**config.mk**
```make
export PLATFORM = sky130hd
export DESIGN_NAME = half_single_dot_product_unit
export DESIGN_NICKNAME = d
export VERILOG_FILES = /design/src/hdl/hsdp_pkg.sv /design/src/hdl/half_single_dot_product_unit.sv
export SDC_FILE = /design/constraint.sdc
export NUM_CORES = 2
export LEC_CHECK = 0
export ABC_AREA = 1
export ABC_CLOCK_PERIOD_IN_PS = 21500
export BUFFER_PORTS_ARGS = -buffer_cell sky130_fd_sc_hd__buf_2
export CORE_ASPECT_RATIO = 1.25
export CORE_MARGIN = 5
export CORE_UTILIZATION = 50
export DETAILED_ROUTE_END_ITERATION = 10
export PLACE_DENSITY = 0.74
export SKIP_LAST_GASP = 1
export SLEW_MARGIN = 20
export SYNTH_ARGS = -nofsm -noshare
export SYNTH_HDL_FRONTEND = slang
export SYNTH_SLANG_ARGS = --single-unit
```
**constraint.sdc**
```tcl
create_clock -name clk -period 21.5 [get_ports clk]
set_input_delay 3.225 -clock clk [delete_from_list [all_inputs] [get_ports clk]]
set_output_delay 3.225 -clock clk [all_outputs]
set_load 0.05 [all_outputs]
```
**src/hdl/hsdp_pkg.sv**
```systemverilog
// Package for the half/single dot product unit: floating-point helper functions.
// No dependencies.
`default_nettype none
package hsdp_pkg;

	localparam logic [31:0] QNAN32 = 32'h7FC00000;

	// Shift right, keeping a sticky bit in the lowest position.
	function automatic logic [31:0] jam_right(input logic [31:0] a, input logic [8:0] cnt);
		logic [31:0] r;
		logic [31:0] lost;
		begin
			if (cnt == 9'd0) begin
				r = a;
			end else if (cnt < 9'd32) begin
				lost = a << (6'd32 - {1'b0, cnt[4:0]});
				r = (a >> cnt[4:0]) | {31'd0, lost != 32'd0};
			end else begin
				r = {31'd0, a != 32'd0};
			end
			return r;
		end
	endfunction

	// Leading zero count of a 32-bit word.
	function automatic logic [5:0] lead_zeros(input logic [31:0] a);
		logic [5:0] n;
		logic found;
		begin
			n = 6'd32;
			found = 1'b0;
			for (int i = 31; i >= 0; i--) begin
				if (a[i] && !found) begin
					n = 6'(31 - i);
					found = 1'b1;
				end
			end
			return n;
		end
	endfunction

	// Rounds to nearest even; exp is the biased exponent minus one, lead bit at bit 30.
	function automatic logic [31:0] round_pack(input logic sign, input logic signed [10:0] exp_in,
		input logic [31:0] sig_in);
		logic [31:0] sig;
		logic signed [10:0] ex;
		logic [6:0] rbits;
		logic [32:0] sum;
		logic [31:0] r;
		begin
			sig = sig_in;
			ex = exp_in;
			rbits = sig[6:0];
			if (ex > 11'sd253 || (ex == 11'sd253 && ({1'b0, sig} + 33'h40) >= 33'h80000000)) begin
				r = {sign, 31'h7F800000};
			end else begin
				if (ex < 0) begin
					sig = jam_right(sig, 9'((-ex) > 11'sd255 ? 11'sd255 : -ex));
					ex = 11'sd0;
					rbits = sig[6:0];
				end
				sum = ({1'b0, sig} + 33'h40) >> 7;
				if (rbits == 7'h40) sum[0] = 1'b0;
				if (sum == 33'd0) ex = 11'sd0;
				r = {sign, 31'd0} + {1'b0, ex[7:0], 23'd0} + sum[31:0];
			end
			return r;
		end
	endfunction

	// Exact widening of binary16 to binary32.
	function automatic logic [31:0] widen_half(input logic [15:0] h);
		logic [3:0] lz;
		logic [10:0] m;
		logic [31:0] r;
		begin
			lz = 4'd0;
			m = {1'b0, h[9:0]};
			if (h[14:10] == 5'd0) begin
				if (h[9:0] == 10'd0) begin
					r = {h[15], 31'd0};
				end else begin
					lz = 4'(lead_zeros({22'd0, h[9:0]}) - 6'd21);
					m = m << lz;
					r = {h[15], 8'(8'd113 - {4'd0, lz}), m[9:0], 13'd0};
				end
			end else if (h[14:10] == 5'h1F) begin
				r = (h[9:0] == 10'd0) ? {h[15], 31'h7F800000} : QNAN32;
			end else begin
				r = {h[15], 8'({3'd0, h[14:10]} + 8'd112), h[9:0], 13'd0};
			end
			return r;
		end
	endfunction

endpackage
`default_nettype wire

```
**src/hdl/half_single_dot_product_unit.sv**
```systemverilog
// Top level of the half/single dot product unit: multiply stage and accumulate stage.
// Depends on hsdp_pkg.
// Path from input transaction to result: input register, product register, then accumulator and result register.
// Throughput: one item per cycle unless a result waits in the output register; the accumulator loop is one adder wide.
// Reset clears the accumulator to +0 and drops all pending items and results.
`default_nettype none
module half_single_dot_product_unit import hsdp_pkg::*; (
	input  wire logic        clk,
	input  wire logic        arst_n,
	input  wire logic        s_tvalid,
	output logic             s_tready,
	input  wire logic [47:0] s_tdata,  // single_value[31:0], half_weight[47:32]
	input  wire logic        s_tlast,  // last
	output logic             m_tvalid,
	input  wire logic        m_tready,
	output logic [31:0]      m_tdata   // dot_sum
);

	logic        v_s1, last_s1;
	logic [31:0] a_s1, b_s1;
	logic [31:0] prod_s2;
	logic        v_s2, last_s2;
	logic [31:0] acc_q;
	logic [31:0] prod, sum, out_q;
	logic        out_v_q;
	logic        adv;

	// Multiply for binary32 with one rounding.
	function automatic logic [31:0] mul32(input logic [31:0] a, input logic [31:0] b);
		logic sgn;
		logic signed [10:0] ae, be, ze;
		logic [22:0] as0, bs0;
		logic [31:0] as, bs, zs;
		logic [47:0] pm;
		logic [63:0] p;
		logic [5:0] sh;
		logic [31:0] r;
		begin
			sgn = a[31] ^ b[31];
			ae = {3'd0, a[30:23]};
			be = {3'd0, b[30:23]};
			as0 = a[22:0];
			bs0 = b[22:0];
			as = {9'd0, as0};
			bs = {9'd0, bs0};
			pm = 48'd0;
			p = 64'd0;
			if ((ae == 11'sd255 && as0 != 0) || (be == 11'sd255 && bs0 != 0)) begin
				r = QNAN32;
			end else if (ae == 11'sd255) begin
				r = (be == 0 && bs0 == 0) ? QNAN32 : {sgn, 31'h7F800000};
			end else if (be == 11'sd255) begin
				r = (ae == 0 && as0 == 0) ? QNAN32 : {sgn, 31'h7F800000};
			end else if ((ae == 0 && as0 == 0) || (be == 0 && bs0 == 0)) begin
				r = {sgn, 31'd0};
			end else begin
				if (ae == 0) begin
					sh = lead_zeros(as) - 6'd8;
					as = as << sh;
					ae = 11'sd1 - $signed({5'd0, sh});
				end
				if (be == 0) begin
					sh = lead_zeros(bs) - 6'd8;
					bs = bs << sh;
					be = 11'sd1 - $signed({5'd0, sh});
				end
				ze = ae + be - 11'sd127;
				as = as | 32'h800000;
				bs = bs | 32'h800000;
				// 24 by 24 significand product, aligned as if the operands sat at bits 30 and 31.
				pm = as[23:0] * bs[23:0];
				p = {1'b0, pm, 15'd0};
				zs = p[63:32] | {31'd0, p[31:0] != 32'd0};
				if (!zs[30]) begin
					zs = zs << 1;
					ze = ze - 11'sd1;
				end
				r = round_pack(sgn, ze, zs);
			end
			return r;
		end
	endfunction

	// Add for binary32 with one rounding.
	function automatic logic [31:0] add32(input logic [31:0] a, input logic [31:0] b);
		logic sa, sb, t;
		logic signed [10:0] ea, eb, te, ze;
		logic [31:0] ma, mb, tm, z, r;
		logic [5:0] sh;
		begin
			sa = a[31];
			sb = b[31];
			ea = {3'd0, a[30:23]};
			eb = {3'd0, b[30:23]};
			ma = {9'd0, a[22:0]};
			mb = {9'd0, b[22:0]};
			if ((ea == 11'sd255 && ma != 0) || (eb == 11'sd255 && mb != 0)) begin
				r = QNAN32;
			end else if (ea == 11'sd255) begin
				r = (eb == 11'sd255 && sa != sb) ? QNAN32 : a;
			end else if (eb == 11'sd255) begin
				r = b;
			end else if (a[30:0] == 0 && b[30:0] == 0) begin
				r = {sa & sb, 31'd0};
			end else if (a[30:0] == 0) begin
				r = b;
			end else if (b[30:0] == 0) begin
				r = a;
			end else begin
				if (ea == 0) ea = 11'sd1; else ma = ma | 32'h800000;
				if (eb == 0) eb = 11'sd1; else mb = mb | 32'h800000;
				ma = ma << 7;
				mb = mb << 7;
				if (eb > ea || (eb == ea && mb > ma)) begin
					te = ea; ea = eb; eb = te;
					tm = ma; ma = mb; mb = tm;
					t = sa; sa = sb; sb = t;
				end
				mb = jam_right(mb, 9'(ea - eb));
				z = (sa == sb) ? ma + mb : ma - mb;
				if (sa != sb && z == 0) begin
					r = 32'd0;
				end else begin
					ze = ea - 11'sd1;
					if (z[31]) begin
						z = jam_right(z, 9'd1);
						ze = ea;
					end else begin
						sh = lead_zeros(z) - 6'd1;
						z = z << sh;
						ze = ze - $signed({5'd0, sh});
					end
					r = round_pack(sa, ze, z);
				end
			end
			return r;
		end
	endfunction

	// The pipeline stalls only when a result waits in the output register.
	assign adv = !(out_v_q && !m_tready);
	assign s_tready = adv;
	assign m_tvalid = out_v_q;
	assign m_tdata = out_q;

	assign prod = mul32(a_s1, widen_half(b_s1[15:0]));
	assign sum = add32(acc_q, prod_s2);

	// Input register.
	always_ff @(posedge clk or negedge arst_n) begin
		if (!arst_n) begin
			v_s1 <= 1'b0;
		end else if (adv) begin
			v_s1 <= s_tvalid;
		end
	end
	always_ff @(posedge clk) begin
		if (adv) begin
			a_s1 <= s_tdata[31:0];
			b_s1 <= {16'd0, s_tdata[47:32]};
			last_s1 <= s_tlast;
		end
	end

	// Product register.
	always_ff @(posedge clk or negedge arst_n) begin
		if (!arst_n) begin
			v_s2 <= 1'b0;
		end else if (adv) begin
			v_s2 <= v_s1;
		end
	end
	always_ff @(posedge clk) begin
		if (adv) begin
			prod_s2 <= prod;
			last_s2 <= last_s1;
		end
	end

	// Accumulator and result register.
	always_ff @(posedge clk or negedge arst_n) begin
		if (!arst_n) begin
			acc_q <= 32'd0;
			out_v_q <= 1'b0;
			out_q <= 32'd0;
		end else begin
			if (m_tready) out_v_q <= 1'b0;
			if (adv && v_s2) begin
				if (last_s2) begin
					acc_q <= 32'd0;
					out_v_q <= 1'b1;
					out_q <= (sum[30:23] == 8'hFF && sum[22:0] != 0) ? QNAN32 : sum;
				end else begin
					acc_q <= sum;
				end
			end
		end
	end

endmodule
`default_nettype wire
```
==> summary.md <==
| Metric | Value |
|---|---|
| Max Slew Vio Count | `0` |
| Pre-CTS setup slack | `1.14 ns` |
| Vias in the first global route | `38.8k` |
| Overflow after GRT | `0` |
| Drt first-iter violations | `~4.7k` |
| Critical path data required time | `21.64 ns` |
| Commonest non-fill, non-tap cell in the layout | `nand2_1` |
| Number of synthesized register bits | `149` |
| Sequential share of the synthesized area | `11.3%` |
| Final Critical Period | `19.96 ns` |
| Post-synthesis instance total | `between 6k and 7k` |
| Post-Syn Area | `36600 um2` |
| Syn Nets | `6595` |
| Post-Route WL | `approximately 150 mm` |
| Worst-path fanout max | `17` |
| Vias per cell | `6.03` |
| Pin count of the biggest net entering global routing | `65` |
| First-pass DRT Iterations | `10` |
| H-tree Lvls | `4` |
| Async set-or-reset flop fraction in the synthesized netlist | `45.0%` |
| Detailed Place HPWL | `124 mm` |
| Post-Synth Adder-Cell Area | `20.4%` |
| Fmax | `around 50 MHz` |
| Status | `complete, no violations` |
| Slowest-stage cell, CP | `o21ai_0` |
| Hold Path Class | `flop to flop` |
| Post-Layout Cell Count | `7003` |
| DRC Markers | `0` |
| Share of layout cells above drive strength 1 | `6.31%` |
| Core Footprint | `73100 um2` |
| CP Data Arrival Time | `20.10 ns` |
| Top cells by area, synth | `nand2_1, fa_1, nand3_1, ha_1, inv_1` |
| Initial antenna violation count | `7` |
| Slowest cell delay on critical path | `~0.72 ns` |
| CTS Buf Count | `17` |
| CP Capture Type | `flop` |
| Setup WS post-layout | `1.54 ns` |
| Fin nets | `6557` |
| Placed Cells | `~7k` |
| Yosys top cell by area | `nand2_1` |
| CTS max path bufs | `2` |
| Synth Area in Compound Gates | `13.4%` |
| Resized Gates After CTS | `0` |
| Hold_buf cts | `0` |
| Largest family of logic cells by synthesized area | `simple AND/OR/NAND/NOR gates` |
| WL per Instance | `21.4 um` |
| Post-CTS Setup Repair Bufs | `0` |
| Starting density of the core | `50.2%` |
| Relative slew margins | `21.8%` |
| Multiplexer share of the synthesized area | `less than 1%` |
| Pin slew with the least headroom to its limit | `1.16 ns` |
| XOR/XNOR Fraction of Synth Area | `3.45%` |
| Total GRT Usage | `36.3%` |
| IO Count | `87` |
| Crit path kind | `flop to flop` |
| YS warnings | `0` |
| Area share of the largest cell type after synthesis | `18.3%` |
| Final period util | `around 93%` |
| Setup Skew | `0.0186 ns` |
| Final ANT Viol Nets | `0` |
| Crit path launch type | `flop` |
| TritonCTS Sinks | `149` |
| Worst skew pair latency | `around 0.46 ns` |
| Ys flop type | `edfxtp_1` |
| I/O Buffers | `86` |
| Area grow syn2layout | `5.52%` |
| Fin. Hold Viols | `0` |
| RD Place Congestion | `1.09` |
| Global-route wire length before repair | `between 200 and 250 mm` |
| CP dominant cell by count | `nand2_1` |
| Post-Synth Simple-Gate Area | `40.1%` |
| Avg Inst Size Synth | `6.04 um2` |
| Die height | `313 um` |
| Number of cell rows | `111` |
| Clock Tree Root | `clkbuf_16` |
| Netlist cell types | `76` |
| Die Area | `78800 um2` |
| Clock transition at the registers of the reported paths | `0.08 ns` |
| Via Count | `42.2k` |
| Horiz. Die Dim | `between 200 and 300 um` |
| # setup viols final | `0` |
| Post-synth EDFFs | `82` |
| # Max-Cap Violations | `0` |
| CTS tree | `done` |
| Most frequent cells in the layout | `nand2_1, inv_1, nand3_1` |
## logic make-up after synthesis
| kind of cell | after synthesis |
|---|---|
| simple gates | 3380 |
| buf+inv | 1043 |
| compound gates | 869 |
| fa+ha+maj | 477 |
| flops | 149 |
| xor+xnor | 142 |
| mux | 4 |
| other cells | 1 |
## cell usage after synthesis (18+ instances only)
master,n
nand2_1,1782
inv_1,763
nand3_1,732
nor2_1,511
o21ai_0,370
ha_1,274
fa_1,203
a21oi_1,195
clkbuf_1,148
xor2_1,95
nand4_1,84
edfxtp_1,82
o21ai_1,80
dfrtp_1,67
nor3_1,56
o22ai_1,55
buf_2,52
nor4_1,52
xnor2_1,46
nand2_2,37
o211ai_1,34
nand3b_1,33
inv_2,27
a31oi_1,19
nor2_2,18
## metrics by stage
step	hold slack (ns)	util [%]	TNS (ns)	instance area, um2
2_1_floorplan	0.400	-	0	36600
3_3_place_gp	0.401	51.9	0	37900
3_5_place_dp	0.412	51.9	0	37900
4_1_cts	0.429	52.7	0	38500
5_1_grt	0.446	52.9	-0.205	38700
6_report	0.430	52.9	0	38700
## path summary, 6_finish.rpt
kind | slack [ns] | end | cells after the start | startpoint
worst max-delay path | 1.54 | prod_s2[27] | 100 | a_s1[22]
worst min-delay path | 0.43 | last_s2 | 0 | last_s1
worst max register to register | 1.54 | prod_s2[27] | 100 | a_s1[22]
worst min register to register | 0.43 | last_s2 | 0 | last_s1
max in group asynchronous | 17.85 | m_tdata[14] | 2 | arst_n
min in group asynchronous | 2.54 | m_tdata[26] | 1 | arst_n
## metal layers
| metal | track usage (%) | routed length [um] |
|---|---|---|
| met4 | 18.8 | 9780 |
| met5 | 0 | 40 |
| met2 | 57.1 | 66400 |
| met3 | 6.02 | 14000 |
| met1 | 48.0 | 59900 |
## worst max-delay path: cells and delay by family (launching register included)
kind / cells / cell delay, ns
xor+xnor: 2 / 0.43
buf+inv: 19 / 2.20
compound gates: 21 / 4.04
fa+ha+maj: 13 / 4.95
flops: 1 / 0.45
simple gates: 45 / 7.51
## area by class of cell
cell class	count	area, um2
Sequential cell	149	4140
Timing Repair Buffer	174	1110
Timing Repair inverter	2	15.0
Antenna cell	3	7.51
Inverter	808	3050
Tap cell	960	1200
Clock buffer	18	439
Clock inverter	14	151
Fill cell	7804	34400
Multi-Input combinational cell	4875	28500
## sequential cells by signal, summed over array words and instances (netlist names), 16 cells and up
register and cells:
a_s1 32, acc_q 32, b_s1 16, m_tdata 32, prod_s2 32
Power is left out: the tool's default activity adds up to more than one toggle a clock period on the data nets, which glitch-free logic cannot reach.
